===== src/nbd_pkg.sv =====
`default_nettype none
package nbd_pkg;

  localparam int FIELD_N = 63;
  localparam logic [6:0] FIELD_POLY = 7'h61;
  localparam int WORD_W = 63;

  typedef logic [5:0] gf_t;

  typedef struct packed {
    logic load;
    logic syn_step;
    logic bm_init;
    logic bm_mul;
    logic bm_red;
    logic bm_upd;
    logic ch_init;
    logic ch_step;
    logic finish;
  } cmd_t;

  typedef struct packed {
    logic l_over;
  } stat_t;

  function automatic gf_t gf_xtime(input gf_t a);
    gf_t r;
    r = {a[4:0], 1'b0} ^ (a[5] ? FIELD_POLY[5:0] : 6'd0);
    return r;
  endfunction

  function automatic gf_t gf_mul(input gf_t a, input gf_t b);
    gf_t r;
    gf_t p;
    r = '0;
    p = a;
    for (int i = 0; i < 6; i++) begin
      if (b[i]) r = r ^ p;
      p = gf_xtime(p);
    end
    return r;
  endfunction

  // alpha^e, used with constant exponents only
  function automatic gf_t gf_alog(input int e);
    gf_t r;
    r = 6'd1;
    for (int i = 0; i < e; i++) r = gf_xtime(r);
    return r;
  endfunction

  // a^62 is the inverse for nonzero a
  function automatic gf_t gf_inv(input gf_t a);
    gf_t r;
    gf_t p;
    r = 6'd1;
    p = gf_mul(a, a);
    for (int k = 1; k < 6; k++) begin
      r = gf_mul(r, p);
      p = gf_mul(p, p);
    end
    return r;
  endfunction

endpackage
`default_nettype wire


===== src/nbd_ctrl.sv =====
`default_nettype none
module nbd_ctrl #(
  parameter int NS = 22
) (
  input  wire logic           clk,
  input  wire logic           rst_n,
  input  wire logic           in_valid,
  output logic                in_stall,
  output logic                out_valid,
  input  wire logic           out_stall,
  input  nbd_pkg::stat_t      stat,
  output nbd_pkg::cmd_t       cmd
);

  typedef enum logic [3:0] {
    S_IDLE, S_SYN, S_BM_INIT, S_BM_MUL, S_BM_RED, S_BM_UPD, S_CH_INIT, S_CHIEN, S_FIN
  } state_t;

  state_t     state_r;
  logic [5:0] cnt_r;
  logic       out_valid_r;
  logic       out_free;

  assign out_free  = !out_valid_r || !out_stall;
  assign in_stall  = (state_r != S_IDLE);
  assign out_valid = out_valid_r;

  always_comb begin
    cmd = '0;
    case (state_r)
      S_IDLE:    cmd.load = in_valid;
      S_SYN:     cmd.syn_step = 1'b1;
      S_BM_INIT: cmd.bm_init = 1'b1;
      S_BM_MUL:  cmd.bm_mul = 1'b1;
      S_BM_RED:  cmd.bm_red = 1'b1;
      S_BM_UPD:  cmd.bm_upd = 1'b1;
      S_CH_INIT: cmd.ch_init = 1'b1;
      S_CHIEN:   cmd.ch_step = 1'b1;
      S_FIN:     cmd.finish = out_free;
      default:   cmd = '0;
    endcase
  end

  always_ff @(posedge clk) begin
    if (!rst_n) begin
      state_r     <= S_IDLE;
      cnt_r       <= '0;
      out_valid_r <= 1'b0;
    end else begin
      if (state_r == S_FIN && out_free) out_valid_r <= 1'b1;
      else if (out_valid_r && !out_stall) out_valid_r <= 1'b0;
      case (state_r)
        S_IDLE: begin
          cnt_r <= '0;
          if (in_valid) state_r <= S_SYN;
        end
        S_SYN: begin
          if (cnt_r == 6'd62) begin
            cnt_r   <= '0;
            state_r <= S_BM_INIT;
          end else begin
            cnt_r <= cnt_r + 6'd1;
          end
        end
        S_BM_INIT: state_r <= S_BM_MUL;
        S_BM_MUL:  state_r <= S_BM_RED;
        S_BM_RED:  state_r <= S_BM_UPD;
        S_BM_UPD: begin
          if (cnt_r == 6'(NS - 1)) begin
            cnt_r   <= '0;
            state_r <= S_CH_INIT;
          end else begin
            cnt_r   <= cnt_r + 6'd1;
            state_r <= S_BM_MUL;
          end
        end
        S_CH_INIT: begin
          // locator too long: no search needed, decode fails
          if (stat.l_over) state_r <= S_FIN;
          else state_r <= S_CHIEN;
        end
        S_CHIEN: begin
          if (cnt_r == 6'd62) begin
            cnt_r   <= '0;
            state_r <= S_FIN;
          end else begin
            cnt_r <= cnt_r + 6'd1;
          end
        end
        S_FIN: begin
          if (out_free) state_r <= S_IDLE;
        end
        default: state_r <= S_IDLE;
      endcase
    end
  end

`ifndef SYNTH
  a_fin_free: assert property (@(posedge clk) disable iff (!rst_n)
    cmd.finish |-> (!out_valid_r || !out_stall))
    else $error("result written over a pending transfer");
  a_fin_valid: assert property (@(posedge clk) disable iff (!rst_n)
    cmd.finish |=> out_valid_r)
    else $error("finished result not presented");
  a_load_busy: assert property (@(posedge clk) disable iff (!rst_n)
    cmd.load |=> (state_r == S_SYN && in_stall))
    else $error("accepted word did not start decoding");
`endif

endmodule
`default_nettype wire


===== src/nbd_datapath.sv =====
`default_nettype none
module nbd_datapath #(
  parameter int T = 11
) (
  input  wire logic          clk,
  input  nbd_pkg::cmd_t      cmd,
  output nbd_pkg::stat_t     stat,
  input  wire logic [62:0]   in_codeword,
  output logic               out_decode_ok,
  output logic [3:0]         out_error_count,
  output logic [11:0]        out_nac,
  output logic [3:0]         out_duid
);

  localparam int NS = 2 * T;
  localparam int PS = 2 * T + 2;
  localparam int LW = $clog2(PS);

  logic [62:0]        word_r, sh_r, flips_r;
  nbd_pkg::gf_t       syn_r [1:NS];
  nbd_pkg::gf_t       w_r   [0:PS-1];
  nbd_pkg::gf_t       c_r   [0:PS-1];
  nbd_pkg::gf_t       bs_r  [0:PS-1];
  nbd_pkg::gf_t       prod_r[0:PS-1];
  nbd_pkg::gf_t       g_r   [0:T];
  nbd_pkg::gf_t       b_r, binv_r, d_r, coef_r;
  logic [LW-1:0]      l_r, n_r;
  logic [5:0]         j_r, cnt_r;
  nbd_pkg::gf_t       d_sum, v_sum;
  logic               grow;
  logic [5:0]         pos;
  logic [62:0]        fixed;
  logic               ok;

  assign stat.l_over = (7'(l_r) > 7'(T));

  always_comb begin
    d_sum = '0;
    for (int k = 0; k < PS; k++) d_sum = d_sum ^ prod_r[k];
    v_sum = '0;
    for (int i = 0; i <= T; i++) v_sum = v_sum ^ g_r[i];
  end

  assign grow  = ({1'b0, l_r, 1'b0} <= {2'b00, n_r});
  assign pos   = (j_r == 6'd0) ? 6'd0 : 6'd63 - j_r;
  assign ok    = !stat.l_over && (7'(cnt_r) == 7'(l_r));
  assign fixed = word_r ^ flips_r;

  always_ff @(posedge clk) begin
    if (cmd.load) begin
      word_r <= in_codeword;
      sh_r   <= in_codeword;
      for (int k = 1; k <= NS; k++) syn_r[k] <= '0;
    end
    // horner over positions 62 down to 0, one lane per syndrome
    if (cmd.syn_step) begin
      sh_r <= {sh_r[61:0], 1'b0};
      for (int k = 1; k <= NS; k++)
        syn_r[k] <= nbd_pkg::gf_mul(syn_r[k], nbd_pkg::gf_alog(k)) ^ {5'd0, sh_r[62]};
    end
    if (cmd.bm_init) begin
      for (int k = 0; k < PS; k++) begin
        w_r[k]  <= (k == 0) ? syn_r[1] : 6'd0;
        c_r[k]  <= (k == 0) ? 6'd1 : 6'd0;
        bs_r[k] <= (k == 1) ? 6'd1 : 6'd0;
      end
      for (int k = 1; k < NS; k++) syn_r[k] <= syn_r[k+1];
      syn_r[NS] <= '0;
      b_r <= 6'd1;
      l_r <= '0;
      n_r <= '0;
    end
    if (cmd.bm_mul) begin
      for (int k = 0; k < PS; k++)
        prod_r[k] <= (LW'(k) <= l_r) ? nbd_pkg::gf_mul(c_r[k], w_r[k]) : 6'd0;
      binv_r <= nbd_pkg::gf_inv(b_r);
    end
    if (cmd.bm_red) begin
      d_r    <= d_sum;
      coef_r <= nbd_pkg::gf_mul(d_sum, binv_r);
    end
    // bs_r holds x^m * B(x)
    if (cmd.bm_upd) begin
      if (d_r != 6'd0 && grow) begin
        bs_r[0] <= '0;
        for (int k = 1; k < PS; k++) bs_r[k] <= c_r[k-1];
        b_r <= d_r;
        l_r <= LW'(n_r + 1'b1 - l_r);
      end else begin
        bs_r[0] <= '0;
        for (int k = 1; k < PS; k++) bs_r[k] <= bs_r[k-1];
      end
      if (d_r != 6'd0)
        for (int k = 0; k < PS; k++) c_r[k] <= c_r[k] ^ nbd_pkg::gf_mul(coef_r, bs_r[k]);
      n_r    <= n_r + 1'b1;
      w_r[0] <= syn_r[1];
      for (int k = 1; k < PS; k++) w_r[k] <= w_r[k-1];
      for (int k = 1; k < NS; k++) syn_r[k] <= syn_r[k+1];
      syn_r[NS] <= '0;
    end
    if (cmd.ch_init) begin
      for (int i = 0; i <= T; i++) g_r[i] <= (LW'(i) <= l_r) ? c_r[i] : 6'd0;
      j_r     <= '0;
      cnt_r   <= '0;
      flips_r <= '0;
    end
    if (cmd.ch_step) begin
      for (int i = 0; i <= T; i++) g_r[i] <= nbd_pkg::gf_mul(g_r[i], nbd_pkg::gf_alog(i));
      j_r <= j_r + 6'd1;
      if (v_sum == 6'd0) begin
        cnt_r       <= cnt_r + 6'd1;
        flips_r[pos] <= 1'b1;
      end
    end
    if (cmd.finish) begin
      out_decode_ok   <= ok;
      out_error_count <= ok ? 4'(cnt_r) : 4'd0;
      for (int i = 0; i < 12; i++) out_nac[11-i] <= ok & fixed[i];
      for (int i = 0; i < 4; i++) out_duid[3-i] <= ok & fixed[12+i];
    end
  end

endmodule
`default_nettype wire


===== src/nid_bch_63_16_decoder.sv =====
`default_nettype none
// bch(63,16) decoder over gf(64), x^6+x^5+1, correcting up to CORRECT_CAPABILITY bit errors.
// one word is taken at a time; after the input transfer the decoder runs bit-serial syndrome
// lanes over positions 62 down to 0, a setup step, 2*CORRECT_CAPABILITY berlekamp-massey
// iterations (each a multiply, reduce and update step), a chien search load, the chien search
// at one position a cycle and a final write of the result, after which out_valid rises. when
// the locator is too long the search is skipped and the result is written after the chien
// search load. in_stall stays high while a word is being decoded, so a new word is taken only
// once the current result has been written;
// the result register frees the output side so a stalled result only holds up the final
// write. on failure error_count, nac and duid read 0.
module nid_bch_63_16_decoder #(
  parameter int CORRECT_CAPABILITY = 11
) (
  input  wire logic        clk,
  input  wire logic        rst_n,
  input  wire logic        in_valid,
  output logic             in_stall,
  input  wire logic [62:0] in_codeword,
  output logic             out_valid,
  input  wire logic        out_stall,
  output logic             out_decode_ok,
  output logic [3:0]       out_error_count,
  output logic [11:0]      out_nac,
  output logic [3:0]       out_duid
);

  nbd_pkg::cmd_t  cmd;
  nbd_pkg::stat_t stat;

  nbd_ctrl #(.NS(2 * CORRECT_CAPABILITY)) u_ctrl (
    .clk       (clk),
    .rst_n     (rst_n),
    .in_valid  (in_valid),
    .in_stall  (in_stall),
    .out_valid (out_valid),
    .out_stall (out_stall),
    .stat      (stat),
    .cmd       (cmd)
  );

  nbd_datapath #(.T(CORRECT_CAPABILITY)) u_dp (
    .clk             (clk),
    .cmd             (cmd),
    .stat            (stat),
    .in_codeword     (in_codeword),
    .out_decode_ok   (out_decode_ok),
    .out_error_count (out_error_count),
    .out_nac         (out_nac),
    .out_duid        (out_duid)
  );

endmodule
`default_nettype wire


===== config.mk =====
export PLATFORM = sky130hd
export DESIGN_NAME = nid_bch_63_16_decoder
export DESIGN_NICKNAME = d
export VERILOG_FILES = /design/src/nbd_pkg.sv /design/src/nbd_ctrl.sv /design/src/nbd_datapath.sv /design/src/nid_bch_63_16_decoder.sv
export SDC_FILE = /design/constraint.sdc
export NUM_CORES = 2
export LEC_CHECK = 0
export ABC_AREA = 1
export BUFFER_PORTS_ARGS = -buffer_cell sky130_fd_sc_hd__buf_2
export CORE_MARGIN = 2
export CORE_UTILIZATION = 40
export CTS_CLUSTER_DIAMETER = 100
export DETAILED_ROUTE_END_ITERATION = 6
export HOLD_SLACK_MARGIN = 0.1
export PLACE_DENSITY = 0.66
export SKIP_CTS_REPAIR_TIMING = 1
export SYNTH_ARGS = -nofsm -noshare
export SYNTH_HDL_FRONTEND = slang
export SYNTH_SLANG_ARGS = --single-unit

===== constraint.sdc =====
create_clock -name clk -period 18.31 [get_ports clk]
set_input_delay 3.662 -clock clk [delete_from_list [all_inputs] [get_ports clk]]
set_output_delay 3.662 -clock clk [all_outputs]
set_load 0.02 [all_outputs]

* Word level (Yosys, flattened, before mapping)
Memory sizes are Yosys's and may differ from the RTL's.
Index checks and enable logic that the tools add are counted.
** Word-level totals
- Bits of input ports :: 67
- Register bits after elaboration :: 220
- Output and inout bits :: 23
- Memories :: 6
- Word-level logic and storage cells :: 2577
- Memory bits (writable) :: 780
** Memory list
- u_dp.bs_r :: depth 24, width 6, read ports 24, clocked after Yosys merged registers in 0, write ports 24, line nbd_datapath.sv:23 : nbd_pkg::gf_t bs_r [0:PS-1];
- u_dp.c_r :: depth 24, width 6, read ports 24, clocked after Yosys merged registers in 0, write ports 24, line nbd_datapath.sv:22 : nbd_pkg::gf_t c_r [0:PS-1];
- u_dp.prod_r :: depth 24, width 6, read ports 24, clocked after Yosys merged registers in 0, write ports 24, line nbd_datapath.sv:24 : nbd_pkg::gf_t prod_r[0:PS-1];
- u_dp.w_r :: depth 24, width 6, read ports 24, clocked after Yosys merged registers in 0, write ports 24, line nbd_datapath.sv:21 : nbd_pkg::gf_t w_r [0:PS-1];
- u_dp.syn_r :: depth 22, width 6, read ports 22, clocked after Yosys merged registers in 0, write ports 22, line nbd_datapath.sv:20 : nbd_pkg::gf_t syn_r [1:NS];
- u_dp.g_r :: depth 12, width 6, read ports 12, clocked after Yosys merged registers in 0, write ports 12, line nbd_datapath.sv:25 : nbd_pkg::gf_t g_r [0:T];
** Cells by class
- Mux-type cells :: 1537
- Eq/ne operators :: 15
- Bitwise operators :: 945
- Add/sub/neg operators :: 6
- Reduce and logical (&&, ||, !) cells :: 21
- Order comparisons :: 28
** Operators with widths (count)
- 2-to-1 mux 6 bit :: 1478
- bitwise XOR 6 bit :: 726
- 2-to-1 mux 63 bit :: 5
- OR 1 bit :: 174
- bitwise XOR 6 x 1 -> 6 bit :: 22
- OR 63 bit :: 1
- less-or-equal comparator 4 x 5 -> 1 bit, first input constant :: 8
- less-or-equal comparator 5 bit, first input constant :: 8
- 2-to-1 mux 1 bit :: 36
- case mux 4 bit (9 select lines) :: 1
- 2-to-1 mux 5 bit :: 6
- 2-to-1 mux 4 bit :: 6
- less-or-equal comparator 3 x 5 -> 1 bit, first input constant :: 4
- adder 6 x 1 -> 6 bit, second input constant :: 3
- case mux 6 bit (3 select lines) :: 1
- AND 1 bit :: 16
- == test 4 x 3 -> 1 bit, second input constant :: 4
- bitwise XOR 16 bit :: 1
- zero test 6 bit :: 2
- less-or-equal comparator 1 x 5 -> 1 bit, first input constant :: 2
- less-or-equal comparator 2 x 5 -> 1 bit, first input constant :: 2
- == test 4 x 2 -> 1 bit, second input constant :: 2
- nonzero test 2 bit :: 4
- less-than comparator 6 x 7 -> 1 bit, second input constant :: 1
- 26 further kinds :: 39

* Longest topological paths before layout
- Word-level depth :: 102
- Depth in mapped cells :: 90

* By module
From an unflattened synthesis, not the netlist that was laid out.
** Second synthesis, totals
- Cell total of the unflattened synthesis :: 8401
- Area, all modules :: 68239.2 um^2
** Modules (own cells, without submodules)
- nbd_datapath :: area each 67479.7 um^2, seq. area each 27286.2 um^2, times used 1, cells each 8275
- nbd_ctrl :: area each 759.5 um^2, seq. area each 220.2 um^2, times used 1, cells each 126

* Worst setup path before layout
No wires, ideal clock.
- Path kind :: register to register
- From :: register u_ctrl.state_r[1]
- To :: memory u_dp.bs_r[0][100] (netlist bit), enable pin
- Data arrival time :: 8.898 ns
- Slack :: 8.666 ns
- Cell stages (with the launch flop) :: 9
- Clock period less this slack :: 9.644 ns
- Buffers on the path :: 2
- Path through :: dfxtp_1 inv_1 nor2_1 nand2_1 inv_2 nor2_1 inv_2 clkbuf_1 buf_1
** RTL lines
- from (decl) :: line nbd_ctrl.sv:19 : state_t state_r;
- from (signal assigned) :: line nbd_ctrl.sv:46 : state_r <= S_IDLE;
- from (signal assigned) :: line nbd_ctrl.sv:55 : if (in_valid) state_r <= S_SYN;
- from (signal assigned) :: line nbd_ctrl.sv:60 : state_r <= S_BM_INIT;
- to (decl) :: line nbd_datapath.sv:23

* Worst setup path after layout
- From :: register u_dp.b_r[5]
- To :: register u_dp.binv_r[5], data pin
** On the way
- Longest elaborated chain between the ends :: 101
- Elaborated cells between the ends (all ways) :: 254
- Classes of those cells :: 164 x mux; 90 x bitwise
** RTL lines
- from (decl) :: line nbd_datapath.sv:26 : nbd_pkg::gf_t b_r, binv_r, d_r, coef_r;
- from (signal assigned) :: line nbd_datapath.sv:87 : b_r <= d_r;
- 2-to-1 mux 6 bit (on tied branches) :: line nbd_pkg.sv:28, nbd_pkg.sv:38
- bitwise XOR 6 bit or 2-to-1 mux 6 bit (tied branches) :: line nbd_pkg.sv:28, nbd_datapath.sv:73
- bitwise XOR 6 bit :: line nbd_pkg.sv:38 : if (b[i]) r = r ^ p;
- 2-to-1 mux 6 bit :: line nbd_pkg.sv:38
- 2-to-1 mux 6 bit :: line nbd_datapath.sv:73 : if (cmd.bm_mul) begin
- bitwise XOR 6 bit :: line nbd_pkg.sv:38
- 2-to-1 mux 6 bit :: line nbd_pkg.sv:38
- 2-to-1 mux 6 bit :: line nbd_datapath.sv:73
- [85 not listed]
- bitwise XOR 6 bit :: line nbd_pkg.sv:38
- 2-to-1 mux 6 bit :: line nbd_pkg.sv:38
- 2-to-1 mux 6 bit :: line nbd_datapath.sv:73
- bitwise XOR 6 bit :: line nbd_pkg.sv:38
- 2-to-1 mux 6 bit :: line nbd_pkg.sv:38
- 2-to-1 mux 6 bit :: line nbd_datapath.sv:73
- bitwise XOR 6 bit :: line nbd_pkg.sv:38
- 2-to-1 mux 6 bit (*) :: line nbd_pkg.sv:38
- to (signal assigned) :: line nbd_datapath.sv:76 : binv_r <= nbd_pkg::gf_inv(b_r);
- to (decl) :: line nbd_datapath.sv:26
Every way passes the cells marked *; elsewhere a longest branch is shown, timed or not. The select of a mux whose other input is x is not followed.
A chain may end at the register's enable or synchronous reset.

==> impl_metrics.toml <==
[setup_path]
cpPeakStageDelay_ps = 750
required_ps = 18790
crit_top_cell = "nand2_1"
cp.arrival_ps = 11050
path_buf_inv = 9
r2r_start = "u_dp.b_r[5]$_DFF_P_"
critPathMaxFanout = 18
critPathKind = "reg2reg"
reg2reg_to = "u_dp.binv_r[5]$_DFFE_PN_"
crit_slowest_cell = "dfxtp_1"
rrSetupSlack_ps = 7730
startpoint_type = "register"
rr_worst_depth = 78
cpLargestDelayFamily = "simple AND/OR/NAND/NOR gates"
crit_path_end_kind = "register"

[floorplanning]
die-area_sq_mm = 0.173
coreArea_sq_mm = 0.169
io_pins = 90
start_util_pct = 40.2
die_w_um = 416
chipHeight_um = 416
row_count = 151

[sta]
finalSetupViolCount = 0
clock_skew_ps = 37.3
rsz0062_at_grt = "false"
finalHoldViolations = 0
min_period_ps = 10580
max_freq_mhz = 94.6
relSlewSlack_pct = 25.3
finalCritPeriodShare_pct = 57.8
report.final.slew_viol_count = 0
worstMarginPinSlew_ps = 1120
finalSetupTns_ps = 0

[grt]
grt_pass1_wl_um = 291000
grt_max_degree = 134
grt-ovfl-total = 0
grt_pass1_vias = 52700
grtUsageTotal_pct = 20.8
antenna_found_initial = 2

[yosys]
synth_compound_area_share_pct = 7.41
ys_types = 61
ys_seq_area_share_pct = 40.4
syn-num-nets = 8312
syn_area_sq_mm = 0.0680
synth_fa_ha_area_share_pct = 0.416
synthMuxAreaShare_pct = 0
synth_top_family_by_area = "XOR/XNOR gates"
synthSimpleGateAreaFrac_pct = 20.8
synth-seq-cells = 931
synthCells = 8223
synth_xor_area_share_pct = 24.8
avgSynthCellArea_sq_um = 8.27
ys_warn_count = 0

[final_layout]
drive_gt1_share_pct = 6.07
filler_cell_count = 16300
nNetsFinal = 8267
final_common_cell = "nand2_1"
area_growth_pct = 8.70
seq_area_sq_mm = 0.0275
layoutNonFillerInstCount = 10500
final_cell_mix = "1,893 x nand2_1, 1,043 x xor2_1, 903 x nor2_1, 886 x edfxtp_1, 857 x xnor2_1"
multi_input_comb_area_sq_mm = 0.0365

[clock_tree]
numCtsBuffers = 98
insertion_delay_ps = 740
cts.htree.levels = 3
root_buffer = "clkbuf_16"
cts_buffer_depth = 3
cts.sinks = 931
cts_tree = "done"
clkTransAtPathRegs_ps = 60

[placement]
place.detailed.hpwl_um = 127000
place_inst = 10300
io_buffers = 89
place.gp.congestion = 0.924

[hold_path]
min_from = "u_dp.w_r[0][5]$_DFFE_PP_"
holdPathEnd = "u_dp.prod_r[0][5]$_SDFFCE_PN0N_"
min_path_type = "reg2reg"
min_path_cells = 0

[route]
drc = 0
postRouteWirelength_um = 185000
drtPass1Iterations = 7
via_per_inst = 5.22
drtIter0Drc = 4999
avgRoutedWirePerCell_um = 17.6
antenna_left = 0
vias = 54700

[run]
maxCapViolCount = 0

[outcome]
status = "completed"
cell families (layout without fill, tap and decap cells):
logic type               Yosys count  count (layout)
flip-flops                       931             931
XOR/XNOR                        1913            1913
AO/OA/AOI/OAI                    842             842
adder cells (fa/ha/maj)           22              22
buffers and inverters           1083            1117
AND/OR/NAND/NOR                 3431            3431
other                              1               3
routing by layer:
layer / up-vias / global-route usage (%) / wire length, um
met4: 2 / 7.67 / 6630
met2: 1789 / 33.9 / 84600
li1: 26300 / - / -
met3: 319 / 3.08 / 12600
met1: 26200 / 28.0 / 80700
met5: - / 0 / 13
worst reg2reg max path: cells and delay by family (launching register included):
family,cells,cell delay (ps)
fa+ha+maj,4,1220
flops,1,750
xor+xnor,2,360
buf+inv,9,880
simple gates,59,6510
compound gates,4,630
Yosys cell counts (all sizes together):
library cell | number | area (sq um)
inv | 786 | 2970
o22ai | 131 | 820
nor2 | 917 | 3470
o31ai | 8 | 60.1
a32o | 27 | 270
fa | 1 | 20.0
nand2 | 1956 | 7520
or2 | 75 | 469
xnor3 | 2 | 45.0
nand4 | 41 | 272
o21ai | 303 | 1520
a41oi | 1 | 8.76
nand3 | 293 | 1530
a221oi | 2 | 17.5
o211ai | 6 | 50.1
nor4b | 1 | 8.76
nor3 | 92 | 460
o2111ai | 1 | 8.76
buf | 66 | 317
a31oi | 21 | 131
o311ai | 1 | 8.76
clkbuf | 222 | 833
xnor2 | 861 | 7570
o21bai | 4 | 30.0
a22oi | 1 | 7.51
edfxtp | 886 | 26600
xor3 | 1 | 23.8
a21o | 3 | 22.5
o21a | 46 | 345
conb | 1 | 3.75
xor2 | 1049 | 9240
nor4 | 1 | 6.26
a21oi | 207 | 1040
a2111oi | 1 | 8.76
ha | 21 | 263
clkinv | 9 | 35.0
nand3b | 21 | 158
dfxtp | 45 | 901
nor3b | 34 | 255
o41ai | 4 | 35.0
o32ai | 7 | 61.3
a22o | 68 | 596
cell type report:
type,count,area share [%]
multi-input combinational,6209,49.3
sequential,931,37.2
inverter,795,4.08
tap,2218,3.75
clock buffer,111,3.38
timing repair buffer,143,1.18
clock inverter,68,1.06
antenna,2,0.00677
how the worst max path moves through the flow:
| stage | startpoint | endpoint | cells after the start |
|---|---|---|---|
| 6_report | u_dp.b_r[5]$_DFF_P_ | u_dp.binv_r[5]$_DFFE_PN_ | 78 |
| 5_1_grt | u_dp.b_r[5]$_DFF_P_ | u_dp.binv_r[5]$_DFFE_PN_ | 78 |
| 4_1_cts | u_dp.b_r[5]$_DFF_P_ | u_dp.binv_r[5]$_DFFE_PN_ | 82 |
| 3_5_place_dp | u_dp.b_r[5]$_DFF_P_ | u_dp.binv_r[5]$_DFFE_PN_ | 82 |
| 3_3_place_gp | u_dp.b_r[5]$_DFF_P_ | u_dp.binv_r[5]$_DFFE_PN_ | 83 |
| 2_1_floorplan | u_ctrl.state_r[1]$_SDFFE_PN0P_ | u_dp.bs_r[0][100]$_SDFFCE_PN0P_ | 8 |
state kept, by name, summed over array words and instances (netlist names), 12 cells and up:
signal / count
u_dp.g_r: 67
u_dp.flips_r: 16
u_dp.syn_r: 132
u_dp.w_r: 144
u_dp.c_r: 138
u_dp.word_r: 16
u_dp.prod_r: 144
u_dp.sh_r: 63
u_dp.out_nac: 12
u_dp.bs_r: 133
through the flow:
stage	hold WS [ps]	utilization [%]	setup WS [ps]	area, sq um
4_1_cts	458	43.7	7940	73900
6_report	455	43.7	7730	73900
3_3_place_gp	435	41.8	8080	70600
3_5_place_dp	435	41.8	8010	70600
2_1_floorplan	425	-	8670	68000
5_1_grt	471	43.7	6540	73900
Power is not shown: default switching activity piles up to over one toggle a cycle in this logic, so the estimate is an artifact.
